$ cat src/tlec_ram.sv
// ---------------------------------------------------------------------------
// tlec_ram
// generic single-write, single-read memory with registered read data
// ---------------------------------------------------------------------------
`timescale 1ns / 1ps

module tlec_ram #(
  parameter int WIDTH = 48,
  parameter int DEPTH = 64
) (
  input  logic                                      clk,
  input  logic                                      we,
  input  logic [((DEPTH > 1) ? $clog2(DEPTH) : 1)-1:0] waddr,
  input  logic [WIDTH-1:0]                          wdata,
  input  logic                                      re,
  input  logic [((DEPTH > 1) ? $clog2(DEPTH) : 1)-1:0] raddr,
  output logic [WIDTH-1:0]                          rdata
);

  logic [WIDTH-1:0] mem [DEPTH];

  // write port
  always_ff @(posedge clk) begin
    if (we) begin
      mem[waddr] <= wdata;
    end
  end

  // registered read port, holds when not enabled
  always_ff @(posedge clk) begin
    if (re) begin
      rdata <= mem[raddr];
    end
  end

endmodule

$ cat config.mk
export PLATFORM = sky130hd
export DESIGN_NAME = tlec_ram
export DESIGN_NICKNAME = d
export VERILOG_FILES = /design/src/tlec_ram.sv
export SDC_FILE = /design/constraint.sdc
export NUM_CORES = 2
export LEC_CHECK = 0
export BUFFER_PORTS_ARGS = -buffer_cell sky130_fd_sc_hd__buf_2
export CAP_MARGIN = 20
export CORE_MARGIN = 3
export CORE_UTILIZATION = 50
export CTS_CLUSTER_DIAMETER = 100
export DETAILED_ROUTE_END_ITERATION = 10
export GPL_ROUTABILITY_DRIVEN = 0
export PLACE_DENSITY_LB_ADDON = 0.25
export SLEW_MARGIN = 10
export SYNTH_ARGS = -nofsm -noshare
export SYNTH_HDL_FRONTEND = slang
export SYNTH_SLANG_ARGS = --single-unit
export TNS_END_PERCENT = 100
$ cat constraint.sdc
create_clock -name clk -period 5.3 [get_ports clk]
set_input_delay 0.53 -clock clk [delete_from_list [all_inputs] [get_ports clk]]
set_output_delay 0.53 -clock clk [all_outputs]
set_load 0.01 [all_outputs]
# After elaboration in Yosys (flattened, before gate mapping)
# Memory sizes are Yosys's and may differ from the RTL's. A register that Yosys moved wholly into a read port is not among the register bits.
# Cells that the tools add are included.
[op_classes] n_mux=2
[op_table] op="$mux W1" n=2
[word_totals] word_cells=3 ram_bits=3072 out_inout_bits=48 n_memories=1 reg_bits=0
[memory_table] memory="mem" depth=64 word_bits=48 rd=1 rd_ports_with_merged_regs=1 wr=1 line_no="20" source="logic [WIDTH-1:0] mem [DEPTH];"

# Longest topological paths before layout
[depth] ltp_word=2 ltp_mapped=9 ltp_nobuf=5

# Least setup slack after synthesis
# OpenSTA, ideal clock, no wires.
[synth_path] kind="in2reg" from="input waddr[3] (netlist bit)" to="memory mem[48][0], enable pin" arrival_time_ns=4.302 n_path_buf=1 required_time_ns=4.787 path_slack_ns=0.485 path_stages=4 path_cell_list="clkbuf_1 nor2b_1 nand4b_1 nor3_1"
[synth_lines] element="start: declaration" line_no="13" source="input logic [((DEPTH > 1) ? $clog2(DEPTH) : 1)-1:0] waddr,"
[synth_lines] element="end: declaration" line_no="20"
# No word-level cell before the write port.

==> flow_results.xml <==
<?xml version="1.0" encoding="UTF-8"?>
<metrics>
  <group name="sta">
    <metric name="timing.setup.tns" unit="ns">0</metric>
    <metric name="timing.final.hold_violations" unit="">0</metric>
    <metric name="maxSlewViolCount" unit="">0</metric>
    <metric name="timing.fmax" unit="MHz">382</metric>
    <metric name="rsz0062_at_grt" unit="">no</metric>
    <metric name="timing.max_slew.rel_slack" unit="%">23.2</metric>
    <metric name="period_share" unit="%">49.4</metric>
    <metric name="setup_violations" unit="">0</metric>
    <metric name="finalWorstPathRequiredPeriod" unit="ns">2.62</metric>
    <metric name="setup_skew_after_layout" unit="ns">0.0597</metric>
    <metric name="max_slew.worst_pin.slew" unit="ns">1.15</metric>
  </group>
  <group name="clocking">
    <metric name="cts-root-to-sink-buffers" unit="">4</metric>
    <metric name="post-cts-setup-buffer-count" unit="">0</metric>
    <metric name="cts_htree_levels" unit="">5</metric>
    <metric name="clk_latency" unit="ns">0.92</metric>
    <metric name="cts.clk_slew.worst_paths" unit="ns">0.06</metric>
    <metric name="tritoncts_clock_tree" unit="">yes</metric>
    <metric name="clock_sinks" unit="">3120</metric>
    <metric name="ctsResizeCount" unit="">0</metric>
    <metric name="clock_tree.root_cell" unit="">sky130_fd_sc_hd__clkbuf_16</metric>
    <metric name="cts_made_buffers" unit="">329</metric>
    <metric name="post_cts_hold_buffers" unit="">0</metric>
  </group>
  <group name="power">
    <metric name="powerDensity" unit="mW/mm2">383</metric>
    <metric name="leakage" unit="nW">41.5</metric>
    <metric name="max_vdd_drop" unit="mV">0.323</metric>
  </group>
  <group name="logic_synthesis">
    <metric name="synth_largest_area_cell" unit="">sky130_fd_sc_hd__edfxtp_1</metric>
    <metric name="synthArstFlopShare" unit="%">0</metric>
    <metric name="synth_top_area_share" unit="%">79.7</metric>
    <metric name="post-synth-top-count-cell" unit="">sky130_fd_sc_hd__edfxtp_1</metric>
    <metric name="synth_area" unit="mm2">0.118</metric>
    <metric name="post_synth_main_area_contributors" unit="">sky130_fd_sc_hd__edfxtp_1, sky130_fd_sc_hd__mux4_2, sky130_fd_sc_hd__o22ai_1</metric>
    <metric name="synth.avg_cell_area" unit="um2">23.7</metric>
    <metric name="synth_commonest_cells" unit="">sky130_fd_sc_hd__edfxtp_1, sky130_fd_sc_hd__mux4_2, sky130_fd_sc_hd__nor2_1, sky130_fd_sc_hd__o22ai_1</metric>
    <metric name="synth_warnings" unit="">0</metric>
    <metric name="number_of_storage_elements_in_the_synthesis_netlist" unit="">3120</metric>
    <metric name="synthFlopType" unit="">sky130_fd_sc_hd__edfxtp_1</metric>
    <metric name="post_synth_num_cell_types" unit="">35</metric>
    <metric name="ys_seq_area_share" unit="%">79.7</metric>
    <metric name="synth-edff-count" unit="">3120</metric>
    <metric name="synth.net_count" unit="">5033</metric>
    <metric name="postSynthCellCount" unit="">4970</metric>
  </group>
  <group name="global_route">
    <metric name="grt_pass1_vias" unit="">56900</metric>
    <metric name="grt_first_pass_wirelength" unit="um">437000</metric>
    <metric name="globalRouteTotalUtil" unit="%">25.7</metric>
    <metric name="global_route.peak_usage_layer" unit="">met2</metric>
    <metric name="grt_start_max_net_pins" unit="">112</metric>
    <metric name="grtUsageMet2" unit="%">40.5</metric>
    <metric name="global_route_track_usage_on_met1" unit="%">36.8</metric>
    <metric name="groute.layer.met3.usage" unit="%">4.86</metric>
    <metric name="gr-total-overflow" unit="">0</metric>
    <metric name="number_of_antenna_violations_at_the_first_check_in_global_routing" unit="">35</metric>
  </group>
  <group name="floorplan">
    <metric name="die_area" unit="mm2">0.241</metric>
    <metric name="core_area" unit="mm2">0.233</metric>
    <metric name="fp.dieH" unit="um">491</metric>
    <metric name="floorplan.initialDensity" unit="%">50.4</metric>
    <metric name="number_of_primary_i_o_pins" unit="">111</metric>
    <metric name="dieWidth" unit="um">491</metric>
    <metric name="rows" unit="">177</metric>
  </group>
  <group name="drt">
    <metric name="first_pass_iters" unit="">5</metric>
    <metric name="total_via_count_in_the_routed_design" unit="">57000</metric>
    <metric name="post_drt_wl_per_cell" unit="um">35.4</metric>
    <metric name="detail_route.wirelength" unit="um">310000</metric>
    <metric name="ant_nets" unit="">0</metric>
    <metric name="detail_route.drc_violations" unit="">0</metric>
    <metric name="routed_via_density" unit="">6.51</metric>
    <metric name="drt-initial-drc-count" unit="">7866</metric>
  </group>
  <group name="finish">
    <metric name="fin_util" unit="%">57.4</metric>
    <metric name="num-nets-final" unit="">5425</metric>
    <metric name="area_growth_from_synthesis_to_layout" unit="%">13.9</metric>
    <metric name="final_layout_size_suffix_gt1_share" unit="%">28.2</metric>
  </group>
  <group name="critical_path">
    <metric name="worst_path_max_delay_cell" unit="">sky130_fd_sc_hd__mux4_2</metric>
    <metric name="worstRegToRegCells" unit="">5</metric>
    <metric name="worstSetupEndpoint" unit="">rdata[7]</metric>
    <metric name="path_class" unit="">primary input to register</metric>
    <metric name="critical_path_buf_inv_count" unit="">2</metric>
    <metric name="most_numerous_cell_on_the_critical_path" unit="">sky130_fd_sc_hd__buf_12</metric>
    <metric name="critical_path_required" unit="ns">5.94</metric>
    <metric name="rr_endpoint" unit="">rdata[7]</metric>
    <metric name="critPathLaunchType" unit="">primary input</metric>
    <metric name="reg2reg_from" unit="">mem[54][7]</metric>
    <metric name="rrSetupSlack" unit="ns">3.13</metric>
    <metric name="cp-startpoint" unit="">raddr[0]</metric>
    <metric name="cp_max_fo" unit="">59</metric>
    <metric name="arrival" unit="ns">3.26</metric>
    <metric name="setup.worst_path.end_class" unit="">register</metric>
    <metric name="worst_path_dominant_cell_family" unit="">buffers and inverters</metric>
    <metric name="path_depth" unit="">7</metric>
    <metric name="timing.critical_path.cells" unit="">buf_12 -&gt; buf_12 -&gt; mux4_2 -&gt; a22oi_1 -&gt; nand2_1 -&gt; o22ai_1 -&gt; nor2_1</metric>
    <metric name="critical_path.max_stage_delay" unit="ns">0.58</metric>
  </group>
  <group name="outcome">
    <metric name="outcome" unit="">finished, final reports clean</metric>
  </group>
  <group name="worst_hold_path">
    <metric name="holdCritPathClass" unit="">primary input to register</metric>
    <metric name="worst_hold_path_cells" unit="">1</metric>
  </group>
  <group name="place">
    <metric name="post-dp-hpwl" unit="um">172000</metric>
    <metric name="port-buffer-count" unit="">110</metric>
  </group>
  <group name="run">
    <metric name="cap_violations" unit="">0</metric>
  </group>
</metrics>
per-stage QoR:
| step | cell area [um2] | std cells | total power [mW] | setup WS, ns | hold WS (ns) |
|---|---|---|---|---|---|
| after floorplan | 118000 | 4970 | 29.3 | 0.485 | 0.629 |
| after global placement | 123000 | 8108 | 30.3 | 1.80 | 0.887 |
| after detailed placement | 123000 | 8114 | 30.4 | 1.80 | 0.904 |
| after CTS | 133000 | 8681 | 51.6 | 2.79 | 0.134 |
| after global routing | 134000 | 8742 | 52.7 | 2.62 | 0.00283 |
| final | 134000 | 8755 | 51.3 | 2.68 | 0.0394 |
worst min-delay path by stage:
stage                     start          end  slack [ns]
CTS                    wdata[7]   mem[44][7]        0.13
detailed placement  mem[59][24]    rdata[24]        0.90
finish                wdata[36]  mem[57][36]        0.04
global placement    mem[58][33]    rdata[33]        0.89
global route          wdata[36]  mem[57][36]       0.003
floorplan              wdata[0]    mem[0][0]        0.63
flip-flops by register name (all words and copies together) (netlist names):
signal  flops
mem      3072
rdata      48
where the power goes:
group / switching (mW) / internal [mW]
Combinational: 1.50 / 0.910
Clock: 9.00 / 12.4
Sequential: 0.103 / 27.4
layout make-up:
cell class,count,area (um2)
Timing Repair Buffer,343,3430
Tap cell,3132,3920
Multi-Input combinational cell,1568,22900
Antenna cell,25,62.6
Clock inverter,152,1130
Clock buffer,415,8730
Fill cell,16600,99300
Sequential cell,3120,93700
placed cells by master, fill, tap and decap left out, types with 53 or more instances in the layout:
cell type,netlist,final
sky130_fd_sc_hd__edfxtp_1,3120,3120
sky130_fd_sc_hd__mux4_2,754,754
sky130_fd_sc_hd__clkbuf_16,0,337
sky130_fd_sc_hd__buf_4,62,132
sky130_fd_sc_hd__o22ai_1,122,122
sky130_fd_sc_hd__buf_2,98,106
sky130_fd_sc_hd__clkinv_1,0,87
sky130_fd_sc_hd__a221oi_1,83,83
sky130_fd_sc_hd__buf_12,0,81
sky130_fd_sc_hd__clkbuf_1,98,78
sky130_fd_sc_hd__a21oi_1,74,74
sky130_fd_sc_hd__a22oi_1,72,72
sky130_fd_sc_hd__nor2_1,132,68
sky130_fd_sc_hd__nor2_4,0,64
sky130_fd_sc_hd__mux2i_1,63,63
sky130_fd_sc_hd__a22o_1,57,57
sky130_fd_sc_hd__nand2_1,55,53
per-layer routing:
metal,wire (um),share of wire [%],vias to the layer above
met3,29700,9.6,514
li1,-,-,22400
met1,120000,39,30900
met2,151000,49,3215
met4,9210,3.0,4
met5,26,0.0084,-
cell families (layout without fill, tap and decap cells):
group,count (synthesis),count (layout),synth area share [%]
AO/OA/AOI/OAI,486,486,3.01
flip-flops,3120,3120,79.7
multiplexers,829,829,15.1
other,0,25,0
AND/OR/NAND/NOR,253,253,0.953
buffers and inverters,282,910,1.27
No activity file was read; power rests on OpenSTA's default activity.
